===== src/rtl/arp_cache_table_macros.svh =====
// ---------------------------------------------------------------------------
// arp_cache_table_macros.svh
// Assertion macros for the ARP cache table. The including module must have
// signals named clk and rst in scope.
// ---------------------------------------------------------------------------
`ifndef ARP_CACHE_TABLE_MACROS_SVH
`define ARP_CACHE_TABLE_MACROS_SVH

// Property must hold at every clock edge outside reset.
`define ARPC_ASSERT(name, prop, msg) \
  name: assert property (@(posedge clk) disable iff (rst) prop) else $error(msg);

// Condition must never be true outside reset.
`define ARPC_NEVER(name, cond, msg) \
  name: assert property (@(posedge clk) disable iff (rst) !(cond)) else $error(msg);

`endif


===== src/rtl/arpc_pkg.sv =====
// ---------------------------------------------------------------------------
// arpc_pkg
// Shared constants, operation codes and transaction types of the ARP cache.
// ---------------------------------------------------------------------------
package arpc_pkg;

  localparam int ENTRIES = 128;
  localparam int IDX_W   = (ENTRIES > 1) ? $clog2(ENTRIES) : 1;
  localparam int CNT_W   = $clog2(ENTRIES + 1);

  localparam logic [CNT_W-1:0] ENTRIES_CNT = CNT_W'(ENTRIES);
  localparam logic [IDX_W-1:0] LAST_IDX    = IDX_W'(ENTRIES - 1);

  localparam logic [1:0] MODE_REQUEST = 2'd0;
  localparam logic [1:0] MODE_REPLY   = 2'd1;
  localparam logic [1:0] MODE_LOOKUP  = 2'd2;

  localparam logic STATUS_OK   = 1'b0;
  localparam logic STATUS_FULL = 1'b1;

  typedef struct packed {
    logic [1:0]  mode;
    logic [31:0] ip_addr;
    logic [47:0] mac_addr;
  } in_t;

  typedef struct packed {
    logic        found;
    logic [47:0] mac_out;
    logic        status;
  } out_t;

  // Write and read controls from the sequencer to the entry store.
  typedef struct packed {
    logic             ip_we;
    logic             mac_we;
    logic [IDX_W-1:0] wr_addr;
    logic [31:0]      ip_data;
    logic [47:0]      mac_data;
    logic [IDX_W-1:0] rd_addr;
  } store_ctl_t;

endpackage


===== src/rtl/arpc_ctrl.sv =====
// ---------------------------------------------------------------------------
// arpc_ctrl
// Command sequencer: handles request and reply writes and steps the lookup
// scan through the entry store with a single IP compare unit.
// ---------------------------------------------------------------------------
module arpc_ctrl (
  input  logic                 clk,
  input  logic                 rst,
  input  logic                 start,
  input  arpc_pkg::in_t        cmd,
  output logic                 busy,
  output logic                 done,
  output arpc_pkg::out_t       result,
  output arpc_pkg::store_ctl_t ctl,
  input  logic [31:0]          rd_ip,
  input  logic [47:0]          rd_mac
);

  localparam logic [1:0] ST_IDLE = 2'd0;
  localparam logic [1:0] ST_SCAN = 2'd1;
  localparam logic [1:0] ST_RESP = 2'd2;

  localparam int CNT_W = arpc_pkg::CNT_W;
  localparam int IDX_W = arpc_pkg::IDX_W;

  logic [1:0]       state, state_next;
  logic [CNT_W-1:0] pend, pend_next;
  logic             pend_written, pend_written_next;
  logic [CNT_W-1:0] rd_cnt, rd_cnt_next;
  logic             chk_valid, chk_valid_next;
  logic [IDX_W-1:0] chk_idx, chk_idx_next;
  logic [31:0]      key, key_next;
  arpc_pkg::out_t   res, res_next;

  logic             full;
  logic [CNT_W-1:0] chk_ext;
  logic             chk_live;
  logic [31:0]      ip_eff;

  assign full     = (pend == arpc_pkg::ENTRIES_CNT);
  assign chk_ext  = CNT_W'(chk_idx);
  // Slots above the pending index were never written since reset and read
  // as zero; the pending slot counts only once a request has filled it.
  assign chk_live = (chk_ext < pend) || ((chk_ext == pend) && pend_written);
  assign ip_eff   = chk_live ? rd_ip : 32'd0;

  always_comb begin
    state_next        = state;
    pend_next         = pend;
    pend_written_next = pend_written;
    rd_cnt_next       = rd_cnt;
    chk_valid_next    = chk_valid;
    chk_idx_next      = chk_idx;
    key_next          = key;
    res_next          = res;
    ctl               = '0;
    ctl.wr_addr       = pend[IDX_W-1:0];
    ctl.rd_addr       = rd_cnt[IDX_W-1:0];

    unique case (state)
      ST_IDLE: begin
        if (start) begin
          key_next   = cmd.ip_addr;
          res_next   = '0;
          state_next = ST_RESP;
          unique case (cmd.mode)
            arpc_pkg::MODE_REQUEST: begin
              if (full) begin
                res_next.status = arpc_pkg::STATUS_FULL;
              end else begin
                ctl.ip_we         = 1'b1;
                ctl.ip_data       = cmd.ip_addr;
                pend_written_next = 1'b1;
              end
            end
            arpc_pkg::MODE_REPLY: begin
              if (full) begin
                res_next.status = arpc_pkg::STATUS_FULL;
              end else begin
                ctl.mac_we        = 1'b1;
                ctl.mac_data      = cmd.mac_addr;
                // A reply with no request leaves a zero IP behind it.
                ctl.ip_we         = !pend_written;
                ctl.ip_data       = 32'd0;
                pend_next         = pend + 1'b1;
                pend_written_next = 1'b0;
              end
            end
            arpc_pkg::MODE_LOOKUP: begin
              rd_cnt_next    = '0;
              chk_valid_next = 1'b0;
              state_next     = ST_SCAN;
            end
            default: begin
            end
          endcase
        end
      end
      ST_SCAN: begin
        // Issue the next read while the previous slot is being compared.
        if (rd_cnt < arpc_pkg::ENTRIES_CNT) begin
          chk_valid_next = 1'b1;
          chk_idx_next   = rd_cnt[IDX_W-1:0];
          rd_cnt_next    = rd_cnt + 1'b1;
        end else begin
          chk_valid_next = 1'b0;
        end
        if (chk_valid) begin
          if (ip_eff == 32'd0) begin
            state_next = ST_RESP;
          end else if ((ip_eff == key) && (chk_ext != pend)) begin
            res_next.found   = 1'b1;
            res_next.mac_out = rd_mac;
            state_next       = ST_RESP;
          end else if (chk_idx == arpc_pkg::LAST_IDX) begin
            state_next = ST_RESP;
          end
        end
      end
      ST_RESP: begin
        state_next = ST_IDLE;
      end
      default: begin
        state_next = ST_IDLE;
      end
    endcase
  end

  always_ff @(posedge clk) begin
    if (rst) begin
      state        <= ST_IDLE;
      pend         <= '0;
      pend_written <= 1'b0;
      chk_valid    <= 1'b0;
      rd_cnt       <= '0;
    end else begin
      state        <= state_next;
      pend         <= pend_next;
      pend_written <= pend_written_next;
      chk_valid    <= chk_valid_next;
      rd_cnt       <= rd_cnt_next;
    end
    chk_idx <= chk_idx_next;
    key     <= key_next;
    res     <= res_next;
  end

  assign busy   = (state != ST_IDLE);
  assign done   = (state == ST_RESP);
  assign result = res;

endmodule


===== config.mk =====
export PLATFORM = sky130hd
export DESIGN_NAME = arpc_ctrl
export DESIGN_NICKNAME = d
export VERILOG_FILES = /design/src/rtl/arp_cache_table_macros.svh /design/src/rtl/arpc_pkg.sv /design/src/rtl/arpc_ctrl.sv
export SDC_FILE = /design/constraint.sdc
export NUM_CORES = 1
export LEC_CHECK = 0
export ABC_AREA = 1
export BUFFER_PORTS_ARGS = -buffer_cell sky130_fd_sc_hd__buf_4
export CAP_MARGIN = 20
export CORE_MARGIN = 4
export CORE_UTILIZATION = 40
export DETAILED_ROUTE_END_ITERATION = 8
export GPL_TIMING_DRIVEN = 0
export PLACE_DENSITY = 0.72
export SYNTH_ARGS = -nofsm -noshare
export SYNTH_HDL_FRONTEND = slang
export SYNTH_SLANG_ARGS = --single-unit

===== constraint.sdc =====
create_clock -name clk -period 12.2 [get_ports clk]
set_input_delay 1.22 -clock clk [delete_from_list [all_inputs] [get_ports clk]]
set_output_delay 1.22 -clock clk [all_outputs]
set_load 0.05 [all_outputs]

==> flow_metrics.py <==
metrics = {
    "route": {
        "antenna_left": 0,
        "totalWireLength_um": 16800,
        "detail_route.iter0.violations": 298,
        "drc_violations_left": 0,
        "drtPass1Iterations": 4,
        "routed-via-count": 5367,
        "avgRoutedWirePerCell_um": 13.8,
        "post_drt_via_cell_ratio": 4.42,
    },
    "cells_and_area": {
        "share_of_post_route_cells_with_drive_strength_above_1": 0.349,
        "diodes": 0,
        "layout_common_cells": "326 x sky130_fd_sc_hd__buf_4, 175 x sky130_fd_sc_hd__inv_1, 157 x sky130_fd_sc_hd__nor2_1",
        "layoutNonFillerInstCount": 1214,
        "layout_commonest_cell": "sky130_fd_sc_hd__buf_4",
        "flow.area_growth_from_synthesis_pct": 50.4,
        "final_nets": 1204,
    },
    "floorplan": {
        "rows": 43,
        "die_h_um": 128,
        "fp.coreArea_um2": 14000,
        "fp.dieW_um": 128,
        "initial_core_util": 0.411,
        "top_level_pins": 313,
        "die_area_um2": 16400,
    },
    "sta": {
        "final_cycle_share": 0.392,
        "achievable-frequency_ghz": 0.209,
        "fin_skew_ns": 0.0130,
        "final_critical_path_required_period_ns": 4.78,
        "timing.setup.tns_ns": 0,
        "final_hold_viol_count": 0,
        "hold_slack_ns": 0.477,
        "fin_ws_ns": 7.42,
        "rsz0062_at_grt": "false",
        "tightestPinTransition_ns": 0.959,
        "relSlewSlack": 0.359,
        "finalMaxSlewViolations": 0,
        "setup_viol": 0,
    },
    "clocking": {
        "clock_sink_count": 109,
        "cts-resized-gates": 0,
        "clkLatencyLatePin_ns": 0.36,
        "cts_max_path_buffers": 2,
        "clk_pin_slew_ns": 0.08,
        "cts.root.buffer_cell": "sky130_fd_sc_hd__clkbuf_16",
        "clock_tree_from_tritoncts": "yes",
        "cts-buffers-inserted": 9,
        "cts.htree.levels": 3,
        "postCtsSetupBuffers": 0,
        "cts_hold_fix_bufs": 0,
    },
    "power_and_ir_drop": {
        "vdd.ir_drop.worst_mv": 0.122,
        "total_switching_power_mw": 0.476,
        "power_switching_share": 0.385,
        "cellInternalPower_mw": 0.759,
        "comb_power_share": 0.366,
        "power_per_cell_area_nw_per_um2": 143,
        "power_frac_seq": 0.403,
        "p_leak_nw": 4.56,
        "clock_network_fraction_of_design_power": 0.231,
    },
    "global_route": {
        "grt_pass1_wl_um": 26200,
        "first_global_vias": 5353,
        "initial_antenna_violation_count": 0,
        "grt_overflow_total": 0,
        "global_route.usage.met3": 0.0896,
        "global_route.usage.met1": 0.242,
        "grt.busiest_layer": "met2",
        "track_usage": 0.204,
        "grt.met2_usage": 0.340,
        "grt_start_max_net_pins": 35,
    },
    "critical_path": {
        "worst-setup-path-type": "in2out",
        "r2r_cells": 16,
        "rr_endpoint": "result[32]",
        "critical_path_sink_type": "output port",
        "worst-r2r-setup-slack_ns": 8.50,
        "crit-reg2reg-launch": "pend[5]",
        "timing.critical_path.arrival_ns": 3.56,
        "setup.worst_path.start_class": "input port",
        "cp_max_fo": 34,
        "worstPathRequired_ns": 10.98,
    },
    "placement": {
        "pre_cts_ws_ns": 7.31,
        "portBuffers": 311,
        "dp.cells": 1198,
        "globalplace.congestion": 0.862,
        "dpl.hpwl_um": 13700,
    },
    "flow_run": {
        "cap_violations": 0,
    },
    "synthesis": {
        "share_of_flip_flops_with_an_asynchronous_set_or_reset": 0,
        "synth-seq-cells": 109,
        "syn_avg_cell_area_um2": 8.14,
        "seq_area_frac_synth": 0.535,
        "synthesis.area_um2": 5750,
        "synth_fp_nets": 881,
        "synth.yosys.warnings": 0,
        "synth-edff-count": 89,
        "synth.lib_cells_used.distinct": 36,
        "dominantRegCellSynth": "sky130_fd_sc_hd__edfxtp_1",
        "synthesis.instances": 706,
    },
    "hold_path": {
        "hold_path_startpoint": "chk_valid",
        "hp-class": "reg2reg",
        "min_to": "chk_valid",
        "worstHoldPathCells": 2,
    },
    "outcome": {
        "status": "finished clean",
    },
}
==> cell type report <==
type	count	area [um^2]
fillers	1249	5340
flip-flops and latches	109	3070
repair buffers	312	2360
multi-input cells	386	1820
inverters	177	664
clock buffers	9	225
well taps	180	225
plain buffers	34	208
clock inverters	7	66.3
==> Yosys cell counts (all sizes together) (2+ instances only) <==
cell type / count / area [um^2]
dfxtp: 20 / 400
ha: 10 / 125
edfxtp: 89 / 2670
nor2: 159 / 599
xor2: 6 / 52.6
buf: 21 / 159
inv: 176 / 661
o41ai: 3 / 26.3
a22oi: 2 / 15.0
nand3b: 6 / 45.0
a21oi: 16 / 80.1
a21boi: 2 / 18.8
nand2: 105 / 407
nand3: 25 / 125
nand4: 10 / 62.6
nor3: 9 / 60.1
o21ai: 24 / 120
nor4: 2 / 12.5
clkbuf: 13 / 48.8
==> stage by stage <==
stage	power, mW	utilization	cell area, um^2
final	1.23	0.618	8650
after global routing	1.30	0.618	8650
after CTS	1.25	0.618	8650
after detailed placement	0.962	0.597	8350
after global placement	0.953	0.594	8310
after floorplan	0.794	-	5750
==> flip-flops by register name, indices dropped and copies added, names as in the netlist <==
| name | cells |
|---|---|
| chk_idx | 7 |
| rd_cnt | 8 |
| result | 50 |
| chk_valid | 1 |
| key | 32 |
| pend | 8 |
| pend_written | 1 |
| state | 2 |
==> per-layer routing <==
| layer | routed length [um] | vias to the layer above | share of wire |
|---|---|---|---|
| met2 | 8290 | 191 | 0.49 |
| li1 | - | 2802 | - |
| met5 | 0 | - | 0 |
| met3 | 1800 | 16 | 0.11 |
| met4 | 226 | 0 | 0.013 |
| met1 | 6490 | 2358 | 0.39 |
==> critical path: stages <==
cell and delay (ns):
sky130_fd_sc_hd__buf_4 0.09, sky130_fd_sc_hd__inv_1 0.05, sky130_fd_sc_hd__nor2_4 0.73, sky130_fd_sc_hd__inv_1 0.16, sky130_fd_sc_hd__nor3_2 0.32, sky130_fd_sc_hd__nand2_1 0.30
sky130_fd_sc_hd__clkbuf_1 0.31, sky130_fd_sc_hd__nor2_1 0.15, sky130_fd_sc_hd__buf_4 0.21
==> logic make-up (layout without fill, tap and decap cells) <==
family,count (synthesis),after routing,synth area share
xor gates and xnor gates,7,7,0.0107
adders and majority gates,10,10,0.0218
DFF,109,109,0.535
AOI/OAI and AO/OA,52,52,0.0520
and+or+nand+nor,317,317,0.229
buffers and inverters,211,539,0.152
==> power groups by stage <==
| stage | clock, mW | combinational, mW | sequential, mW |
|---|---|---|---|
| after detailed placement | 0 | 0.456 | 0.507 |
| after floorplan | 0 | 0.155 | 0.639 |
| after global routing | 0.309 | 0.484 | 0.505 |
| final | 0.285 | 0.451 | 0.498 |
| after global placement | 0 | 0.444 | 0.510 |
| after CTS | 0.294 | 0.456 | 0.499 |
==> worst max-delay path by stage <==
stage | from | to | slack [ns] | cells past startpoint
finish | start | ctl[65] | 7.42 | 9
floorplan | start | ctl[95] | 6.61 | 5
detailed placement | start | ctl[57] | 7.31 | 9
CTS | start | ctl[56] | 7.29 | 9
global placement | start | ctl[57] | 5.88 | 9
global route | start | ctl[64] | 7.06 | 9
No activity file was read; power rests on OpenSTA's default activity.
